## config.mk

```make
export PLATFORM = sky130hd
export DESIGN_NAME = kruskal_mst_union_find
export DESIGN_NICKNAME = d
export VERILOG_FILES = /design/src/rtl/kmst_pkg.sv /design/src/rtl/kmst_fifo.sv /design/src/rtl/kmst_engine.sv /design/src/rtl/kruskal_mst_union_find.sv
export SDC_FILE = /design/constraint.sdc
export NUM_CORES = 2
export LEC_CHECK = 0
export BUFFER_PORTS_ARGS = -buffer_cell sky130_fd_sc_hd__buf_2
export CORE_ASPECT_RATIO = 1.75
export CORE_MARGIN = 3
export CORE_UTILIZATION = 57
export CTS_CLUSTER_DIAMETER = 30
export DETAILED_ROUTE_END_ITERATION = 12
export PLACE_DENSITY = 0.85
export SYNTH_ARGS = -nofsm -noshare
export SYNTH_HDL_FRONTEND = slang
export SYNTH_SLANG_ARGS = --single-unit
```

## constraint.sdc

```tcl
create_clock -name clk -period 5.4 [get_ports clk]
set_input_delay 0.27 -clock clk [delete_from_list [all_inputs] [get_ports clk]]
set_output_delay 0.27 -clock clk [all_outputs]
set_load 0.05 [all_outputs]
```

## src/rtl/kmst_pkg.sv

```systemverilog
// ----------------------------------------------------------------------------
// kmst_pkg
// shared types and constants for the kruskal spanning tree block
// ----------------------------------------------------------------------------
package kmst_pkg;

  localparam int NUM_VERTICES_DEF = 16;
  localparam int MAX_EDGES_DEF    = 64;
  localparam int VW               = 4;
  localparam int WW               = 16;
  localparam int CW               = 24;
  localparam int EW               = 2 * VW + WW;

  typedef struct packed {
    logic [VW-1:0]        from_v;
    logic [VW-1:0]        to_v;
    logic signed [WW-1:0] weight;
    logic                 last;
  } edge_t;

  typedef struct packed {
    logic [VW-1:0]        from_v;
    logic [VW-1:0]        to_v;
    logic signed [WW-1:0] weight;
    logic                 taken;
    logic signed [CW-1:0] cost;
    logic                 dropped;
    logic                 last;
  } res_t;

  typedef enum logic [3:0] {
    S_LOAD, S_SORT_RD, S_SORT_KEY, S_SORT_CMP, S_INIT, S_EDGE_RD, S_EDGE_LATCH,
    S_FIND_START, S_CLIMB, S_COMPRESS, S_JOIN, S_FLUSH
  } state_t;

endpackage

```

## src/rtl/kmst_fifo.sv

```systemverilog
// ----------------------------------------------------------------------------
// kmst_fifo
// short queue of accepted edges between the input side and the engine
// ----------------------------------------------------------------------------
module kmst_fifo (
  input  logic            clk,
  input  logic            rst_n,
  input  logic            wr_valid,
  output logic            wr_ready,
  input  kmst_pkg::edge_t wr_data,
  output logic            rd_valid,
  input  logic            rd_ready,
  output kmst_pkg::edge_t rd_data
);
  kmst_pkg::edge_t mem_r [4];
  logic [1:0] wp_r, rp_r;
  logic [2:0] cnt_r;

  assign wr_ready = cnt_r != 3'd4;
  assign rd_valid = cnt_r != 3'd0;
  assign rd_data  = mem_r[rp_r];

  always_ff @(posedge clk) begin
    if (wr_valid && wr_ready) mem_r[wp_r] <= wr_data;
    if (!rst_n) begin
      wp_r <= '0; rp_r <= '0; cnt_r <= '0;
    end else begin
      if (wr_valid && wr_ready) wp_r <= wp_r + 2'd1;
      if (rd_valid && rd_ready) rp_r <= rp_r + 2'd1;
      cnt_r <= cnt_r + 3'(wr_valid && wr_ready) - 3'(rd_valid && rd_ready);
    end
  end
endmodule

```

## src/rtl/kmst_engine.sv

```systemverilog
// ----------------------------------------------------------------------------
// kmst_engine
// stores edges, insertion sorts them, runs union-find and emits tree edges
// ----------------------------------------------------------------------------
module kmst_engine #(
  parameter int NUM_VERTICES = kmst_pkg::NUM_VERTICES_DEF,
  parameter int MAX_EDGES    = kmst_pkg::MAX_EDGES_DEF
) (
  input  logic            clk,
  input  logic            rst_n,
  input  logic            e_valid,
  output logic            e_ready,
  input  kmst_pkg::edge_t e_data,
  output logic            r_valid,
  input  logic            r_ready,
  output kmst_pkg::res_t  r_data
);
  localparam int AW  = $clog2(MAX_EDGES);
  localparam int CNW = $clog2(MAX_EDGES + 1);
  localparam int PW  = $clog2(NUM_VERTICES);
  localparam int EW  = kmst_pkg::EW;
  localparam int VW  = kmst_pkg::VW;
  localparam int WW  = kmst_pkg::WW;
  localparam int CW  = kmst_pkg::CW;
  localparam logic [31:0] NV_U = NUM_VERTICES;

  // edge memory, one write and one registered read port
  logic [EW-1:0] mem [MAX_EDGES];
  logic [EW-1:0] rdata_r;
  logic [AW-1:0] raddr;
  logic          we;
  logic [AW-1:0] waddr;
  logic [EW-1:0] wdata;

  always_ff @(posedge clk) begin
    if (we) mem[waddr] <= wdata;
    rdata_r <= mem[raddr];
  end

  logic [PW-1:0] par_r  [NUM_VERTICES];
  logic [2:0]    rank_r [NUM_VERTICES];

  kmst_pkg::state_t     st_r, st_nxt;
  logic [CNW-1:0]       cnt_r, i_r;
  logic [AW-1:0]        j_r;
  logic [EW-1:0]        key_r, cur_r;
  logic                 ovf_r;
  logic signed [CW-1:0] cost_r;
  logic [PW-1:0]        x_r, root_r, rf_r;
  logic                 side_r;
  logic [PW:0]          ntaken_r;
  logic                 rv_r, rv_nxt;
  kmst_pkg::res_t       rd_r, out_nxt;
  kmst_pkg::res_t       pend_r, new_res;
  logic                 pend_v_r;
  logic                 out_load, join_go, shift, in_range, more_edges;
  logic [VW-1:0]        cf, ct;
  logic [PW-1:0]        vsel;
  logic signed [CW-1:0] cost_sum;

  function automatic logic signed [WW-1:0] wt(input logic [EW-1:0] e);
    return e[EW-1:2*VW];
  endfunction

  assign r_valid = rv_r;
  assign r_data  = rd_r;

  assign cf       = cur_r[VW-1:0];
  assign ct       = cur_r[2*VW-1:VW];
  assign vsel     = side_r ? PW'(ct) : PW'(cf);
  assign in_range = (32'(cf) < NV_U) && (32'(ct) < NV_U);
  assign cost_sum = cost_r + CW'(wt(cur_r));

  assign more_edges = (i_r < cnt_r) && (ntaken_r < (PW+1)'(NUM_VERTICES - 1));
  // neighbor below the hole is heavier than the key: move it up
  assign shift      = (j_r != '0) && (wt(rdata_r) > wt(key_r));
  // a held result can only move on once the output register is free
  assign join_go    = !(pend_v_r && rv_r);
  assign out_load   = ((st_r == kmst_pkg::S_JOIN) && pend_v_r && !rv_r) ||
                      ((st_r == kmst_pkg::S_FLUSH) && !rv_r);
  assign rv_nxt     = out_load || (rv_r && !r_ready);

  always_comb begin
    st_nxt = st_r;
    unique case (st_r)
      kmst_pkg::S_LOAD:
        if (e_valid && e_data.last) st_nxt = kmst_pkg::S_SORT_RD;
      kmst_pkg::S_SORT_RD:
        st_nxt = (i_r >= cnt_r) ? kmst_pkg::S_INIT : kmst_pkg::S_SORT_KEY;
      kmst_pkg::S_SORT_KEY:   st_nxt = kmst_pkg::S_SORT_CMP;
      kmst_pkg::S_SORT_CMP:
        if (!shift) st_nxt = kmst_pkg::S_SORT_RD;
      kmst_pkg::S_INIT:       st_nxt = kmst_pkg::S_EDGE_RD;
      kmst_pkg::S_EDGE_RD:
        st_nxt = more_edges ? kmst_pkg::S_EDGE_LATCH : kmst_pkg::S_FLUSH;
      kmst_pkg::S_EDGE_LATCH: st_nxt = kmst_pkg::S_FIND_START;
      kmst_pkg::S_FIND_START:
        st_nxt = in_range ? kmst_pkg::S_CLIMB : kmst_pkg::S_EDGE_RD;
      kmst_pkg::S_CLIMB:
        if (par_r[root_r] == root_r) st_nxt = kmst_pkg::S_COMPRESS;
      kmst_pkg::S_COMPRESS:
        if (par_r[x_r] == root_r) begin
          if (!side_r) st_nxt = kmst_pkg::S_FIND_START;
          else if (rf_r == root_r) st_nxt = kmst_pkg::S_EDGE_RD;
          else st_nxt = kmst_pkg::S_JOIN;
        end
      kmst_pkg::S_JOIN:
        if (join_go) st_nxt = kmst_pkg::S_EDGE_RD;
      kmst_pkg::S_FLUSH:
        if (!rv_r) st_nxt = kmst_pkg::S_LOAD;
      default:                st_nxt = kmst_pkg::S_LOAD;
    endcase
  end

  always_comb begin
    e_ready = (st_r == kmst_pkg::S_LOAD);
    we      = 1'b0;
    waddr   = cnt_r[AW-1:0];
    wdata   = {e_data.weight, e_data.to_v, e_data.from_v};
    raddr   = '0;
    unique case (st_r)
      kmst_pkg::S_LOAD:     we = e_valid && (cnt_r < CNW'(MAX_EDGES));
      kmst_pkg::S_SORT_RD:  raddr = i_r[AW-1:0];
      kmst_pkg::S_SORT_KEY: raddr = i_r[AW-1:0] - AW'(1);
      kmst_pkg::S_SORT_CMP: begin
        we    = 1'b1;
        waddr = j_r;
        if (shift) begin
          wdata = rdata_r;
          raddr = (j_r >= AW'(2)) ? j_r - AW'(2) : '0;
        end else begin
          wdata = key_r;
        end
      end
      kmst_pkg::S_EDGE_RD:  raddr = i_r[AW-1:0];
      default: ;
    endcase
  end

  always_comb begin
    new_res         = '0;
    new_res.from_v  = cf;
    new_res.to_v    = ct;
    new_res.weight  = wt(cur_r);
    new_res.taken   = 1'b1;
    new_res.cost    = cost_sum;
    new_res.dropped = ovf_r;
    out_nxt         = pend_r;
    if (st_r == kmst_pkg::S_FLUSH) begin
      if (pend_v_r) begin
        out_nxt.last = 1'b1;
      end else begin
        out_nxt         = '0;
        out_nxt.dropped = ovf_r;
        out_nxt.last    = 1'b1;
      end
    end
  end

  always_ff @(posedge clk) begin
    if (out_load) rd_r <= out_nxt;
  end

  always_ff @(posedge clk) begin
    if (!rst_n) begin
      st_r <= kmst_pkg::S_LOAD;
      cnt_r <= '0; ovf_r <= 1'b0; rv_r <= 1'b0; i_r <= '0; ntaken_r <= '0;
      pend_v_r <= 1'b0; side_r <= 1'b0;
    end else begin
      st_r <= st_nxt;
      rv_r <= rv_nxt;
      unique case (st_r)
        kmst_pkg::S_LOAD: if (e_valid) begin
          if (cnt_r < CNW'(MAX_EDGES)) cnt_r <= cnt_r + CNW'(1);
          else ovf_r <= 1'b1;
          if (e_data.last) i_r <= CNW'(1);
        end
        kmst_pkg::S_SORT_KEY: begin
          key_r <= rdata_r;
          j_r   <= i_r[AW-1:0];
        end
        kmst_pkg::S_SORT_CMP: begin
          if (shift) j_r <= j_r - AW'(1);
          else i_r <= i_r + CNW'(1);
        end
        kmst_pkg::S_INIT: begin
          for (int k = 0; k < NUM_VERTICES; k++) begin
            par_r[k] <= PW'(k); rank_r[k] <= '0;
          end
          i_r <= '0; ntaken_r <= '0; cost_r <= '0;
        end
        kmst_pkg::S_EDGE_LATCH: begin
          cur_r  <= rdata_r;
          i_r    <= i_r + CNW'(1);
          side_r <= 1'b0;
        end
        kmst_pkg::S_FIND_START: begin
          x_r    <= vsel;
          root_r <= vsel;
        end
        kmst_pkg::S_CLIMB:
          if (par_r[root_r] != root_r) root_r <= par_r[root_r];
        kmst_pkg::S_COMPRESS: begin
          if (par_r[x_r] != root_r) begin
            par_r[x_r] <= root_r; x_r <= par_r[x_r];
          end else if (!side_r) begin
            rf_r <= root_r; side_r <= 1'b1;
          end
        end
        kmst_pkg::S_JOIN: if (join_go) begin
          // hold the new tree edge until it is known whether it is the final one
          pend_r   <= new_res;
          pend_v_r <= 1'b1;
          cost_r   <= cost_sum;
          ntaken_r <= ntaken_r + (PW+1)'(1);
          if (rank_r[rf_r] < rank_r[root_r]) par_r[rf_r] <= root_r;
          else if (rank_r[root_r] < rank_r[rf_r]) par_r[root_r] <= rf_r;
          else begin
            par_r[root_r] <= rf_r;
            if (rank_r[rf_r] != 3'd7) rank_r[rf_r] <= rank_r[rf_r] + 3'd1;
          end
        end
        kmst_pkg::S_FLUSH: if (!rv_r) begin
          pend_v_r <= 1'b0;
          cnt_r <= '0; ovf_r <= 1'b0;
        end
        default: ;
      endcase
    end
  end
endmodule

```

## src/rtl/kruskal_mst_union_find.sv

```systemverilog
// ----------------------------------------------------------------------------
// kruskal_mst_union_find
// minimum spanning tree by kruskal's method over a union-find store
// ----------------------------------------------------------------------------
// operation: edges load one per cycle while the engine is in its load state;
//   after the last edge an insertion sort orders the stored edges by weight,
//   then each edge takes find walks with path compression on both ends, one
//   tree edge held back until the next is known
// throughput: one graph at a time, next graph's edges wait in a 4-deep queue
// reset: rst_n synchronous active low clears the control state and counts
module kruskal_mst_union_find #(
  parameter int NUM_VERTICES = kmst_pkg::NUM_VERTICES_DEF,
  parameter int MAX_EDGES    = kmst_pkg::MAX_EDGES_DEF
) (
  input  logic        clk,
  input  logic        rst_n,
  input  logic        in_tvalid,
  output logic        in_tready,
  input  logic [23:0] in_tdata,   // edge_from, edge_to, edge_weight
  input  logic        in_tlast,   // last_edge
  output logic        out_tvalid,
  input  logic        out_tready,
  output logic [47:0] out_tdata,  // tree_from, tree_to, tree_weight, running_cost
  output logic [1:0]  out_tuser,  // edge_taken, dropped_edges
  output logic        out_tlast   // last_result
);
  kmst_pkg::edge_t in_e, q_e;
  logic q_valid, q_ready;
  kmst_pkg::res_t r;

  // unpack one edge transfer
  assign in_e.from_v = in_tdata[3:0];
  assign in_e.to_v   = in_tdata[7:4];
  assign in_e.weight = in_tdata[23:8];
  assign in_e.last   = in_tlast;

  // front: 4-entry edge queue, takes edges while the engine works until it is full
  kmst_fifo u_fifo (
    .clk, .rst_n,
    .wr_valid(in_tvalid), .wr_ready(in_tready), .wr_data(in_e),
    .rd_valid(q_valid), .rd_ready(q_ready), .rd_data(q_e)
  );

  // back: store, sort, union-find; result register drives the output side
  kmst_engine #(.NUM_VERTICES(NUM_VERTICES), .MAX_EDGES(MAX_EDGES)) u_eng (
    .clk, .rst_n,
    .e_valid(q_valid), .e_ready(q_ready), .e_data(q_e),
    .r_valid(out_tvalid), .r_ready(out_tready), .r_data(r)
  );

  // pack the result transfer, first field in the lowest bits
  assign out_tdata = {r.cost, r.weight, r.to_v, r.from_v};
  assign out_tuser = {r.dropped, r.taken};
  assign out_tlast = r.last;
endmodule

```

==> impl_metrics.toml <==
[outcome]
status = "finished with violations"
violations = "max-capacitance violations"

[floorplan]
start_util_pct = 57.6
rows = 182
dieArea_um2 = 147000
die_w_um = 291
fp.coreArea_um2 = 141000
die_h_um = 506
io-pin-count = 82

[worst_hold_path]
hold_class = "in -> reg"

[finish]
utilization_pct = 65.1
nets = 5555
area_growth_pct = 13.1
drive_gt1_share_pct = 17.4
fin_area_um2 = 91900
layout_common_cells = "edfxtp_1, nand2_1, nand3_1, mux2i_1, a21oi_1"
layout_commonest_cell = "edfxtp_1"

[logic_synthesis]
syn_nets = 5322
synth_cell_types = 77
synthArstFlopShare_pct = 0
ys_seq_area_share_pct = 73.4
syn-cell-area_um2 = 81300
yosysWarningCount = 0
ys_ff_latch = 2010
synth_edf_count = 1938
syn_inst = 5225
syn_avg_cell_area_um2 = 15.6
ys.flop_type = "edfxtp_1"

[route]
wl_um = 235000
route.detailed.drc = 0
dr.pass1.iters = 13
via_count = 50904
routedWlPerCell_um = 31.5
ant_nets = 0
drt-vias-per-instance = 6.82
drtIter0Drc = 6969

[global_routing]
antenna_found_initial = 26
track_usage_pct = 31.9
grt_max_degree = 100
grt_pass1_wl_um = 342000
grt_pass1_vias = 51312
overflow = 0

[cts]
root_buffer = "clkbuf_16"
cts.sinks = 2010
cts_buffer_depth = 3
cts_inserted_buffers = 178
clk_pin_slew_ps = 70
cts_tree = "yes"
htreeDepth = 4
worstSkewPairLatency_ps = 820

[setup_path]
crit_path_max_incr_delay_ps = 660
path_cells = "ha_1, nand4_1, nor4_1, buf_4, or3_4, o21a_1, a31oi_4, buf_12, buf_4, mux4_2, a22o_1, a211oi_1, o22ai_1, or4_1"
cp.required_ps = 6080
cpMaxStageDelayCell = "dfxtp_1"
critPathMostFrequentCell = "buf_4"
cp.arrival_ps = 5970
cp-start-kind = "flip-flop"
crit_fanout = 77
end_kind = "flip-flop"
critPathKind = "reg -> reg"

[pwr]
leakagePower_nw = 31.9
finalPower_mw = 48.0
vdd_drop_max_mv = 0.476
cellPowerDensity_nw_per_um2 = 523

[placement]
placed_cell_area_um2 = 85400
gp_congestion = 0.989
port-buffer-count = 81
dp_hpwl_um = 142000

[sta]
worst_slew_pin_slew_ps = 1480
slew_viol_final = 0
fmax_mhz = 189
fin_crit_sh_pct = 98.1
slew_headroom_pct = 1.10
fin_skew_ps = 41.4
hold_viol_final = 0
period_minus_slack_ps = 5300
report.final.setup_viol = 0
worst_hold_slack_ps = 97.2
rsz0062_at_grt = "false"

[flow_run]
max_cap_viol_count = 1
worst max-delay path, delay by kind of cell (launching register included):
family	cells	cell delay (ps)
compound gates	5	1690
fa+ha+maj	1	350
buf+inv	3	940
flops	1	660
mux	1	360
simple gates	4	1020
synth_stat cells, types with 60 or more instances:
cell,n,area [um^2]
mux2i_1,260,2600
nand3_1,269,1350
edfxtp_1,1938,58200
clkbuf_1,195,732
and3_1,66,413
nor2b_1,66,413
a21oi_1,243,1220
ha_1,66,826
inv_1,60,225
mux4_2,212,4770
nand2_1,800,3000
dfxtp_1,72,1440
nor2_1,236,886
o22ai_1,162,1010
sequential cells by signal, indices dropped and copies added, names as in the netlist, 2 cells and up, named ones only:
signal          cells
u_eng.mem        1536
u_eng.pend_r       49
u_eng.rdata_r      24
u_fifo.cnt_r        3
u_eng.rank_r       48
u_eng.x_r           4
u_eng.cur_r        24
u_fifo.wp_r         2
u_eng.ntaken_r      5
u_eng.r_data       51
u_eng.key_r        24
u_eng.j_r           6
u_eng.par_r        64
u_eng.i_r           7
u_eng.rf_r          4
u_eng.st_r          4
u_eng.root_r        4
u_eng.cost_r       24
u_fifo.mem_r      100
u_eng.cnt_r         7
u_fifo.rp_r         2
cells by family (layout without fill, tap and decap cells):
kind of cell,count (synthesis),after routing,share of synthesized area [%]
AND/OR/NAND/NOR,1615,1615,8.97
AO/OA/AOI/OAI,632,632,4.78
adder cells (fa/ha/maj),68,68,1.07
flip-flops,2010,2010,73.4
multiplexers,482,482,9.22
XOR/XNOR,57,57,0.614
other,0,17,0
buffers and inverters,361,746,1.98
report_power, final:
group	switching, mW	total [mW]	internal, mW
combinational	10.3	14.6	4.26
sequential	0.460	20.3	19.9
clock	5.94	13.2	7.21
worst paths after layout:
path         slack, ps                       from                     endpoint  cells after the start
max                100   u_eng.rdata_r[9]$_DFF_P_    u_eng.rdata_r[11]$_DFF_P_                     14
max reg2reg        100   u_eng.rdata_r[9]$_DFF_P_    u_eng.rdata_r[11]$_DFF_P_                     14
min                100                  in_tvalid  u_fifo.wp_r[0]$_SDFFE_PN0P_                      4
min reg2reg        460  u_eng.cur_r[10]$_DFFE_PP_   u_eng.pend_r[29]$_DFFE_PP_                      0
timing repair:
item | 4_1_cts | 5_1_grt
pin swaps | 0 | 1
endpoints found under the setup margin | 4 | 7
endpoints found under the hold margin | 116 | 0
hold buffers | 28 | 0
setup buffers | 0 | 3
resized for setup | 4 | 1
stage by stage:
stage	setup TNS, ps	setup WS [ps]	std cells
finish	0	102	7467
global route	0	80.5	7457
CTS	0	43.3	7446
detailed placement	-163	-121	7086
global placement	-78.1	-57.4	7086
floorplan	0	188	5225
per-layer routing:
| metal | global-route usage (%) | wire (um) | share of wire (%) | up-vias |
|---|---|---|---|---|
| met2 | 53.3 | 116000 | 49 | 4228 |
| met5 | 0.0330 | 97 | 0.041 | - |
| met4 | 27.6 | 25300 | 11 | 14 |
| met3 | 8.75 | 25600 | 11 | 1210 |
| li1 | - | - | - | 20525 |
| met1 | 33.2 | 68000 | 29 | 24927 |
layout make-up:
type / count / area, um^2
Antenna cell: 17 / 42.5
Fill cell: 8730 / 49300
Inverter: 60 / 225
Multi-Input combinational cell: 2854 / 20800
Timing Repair Buffer: 354 / 2820
Clock inverter: 125 / 1390
Tap cell: 1840 / 2300
Clock buffer: 207 / 4700
Sequential cell: 2010 / 59600
Power figures use the tool's default switching activity.
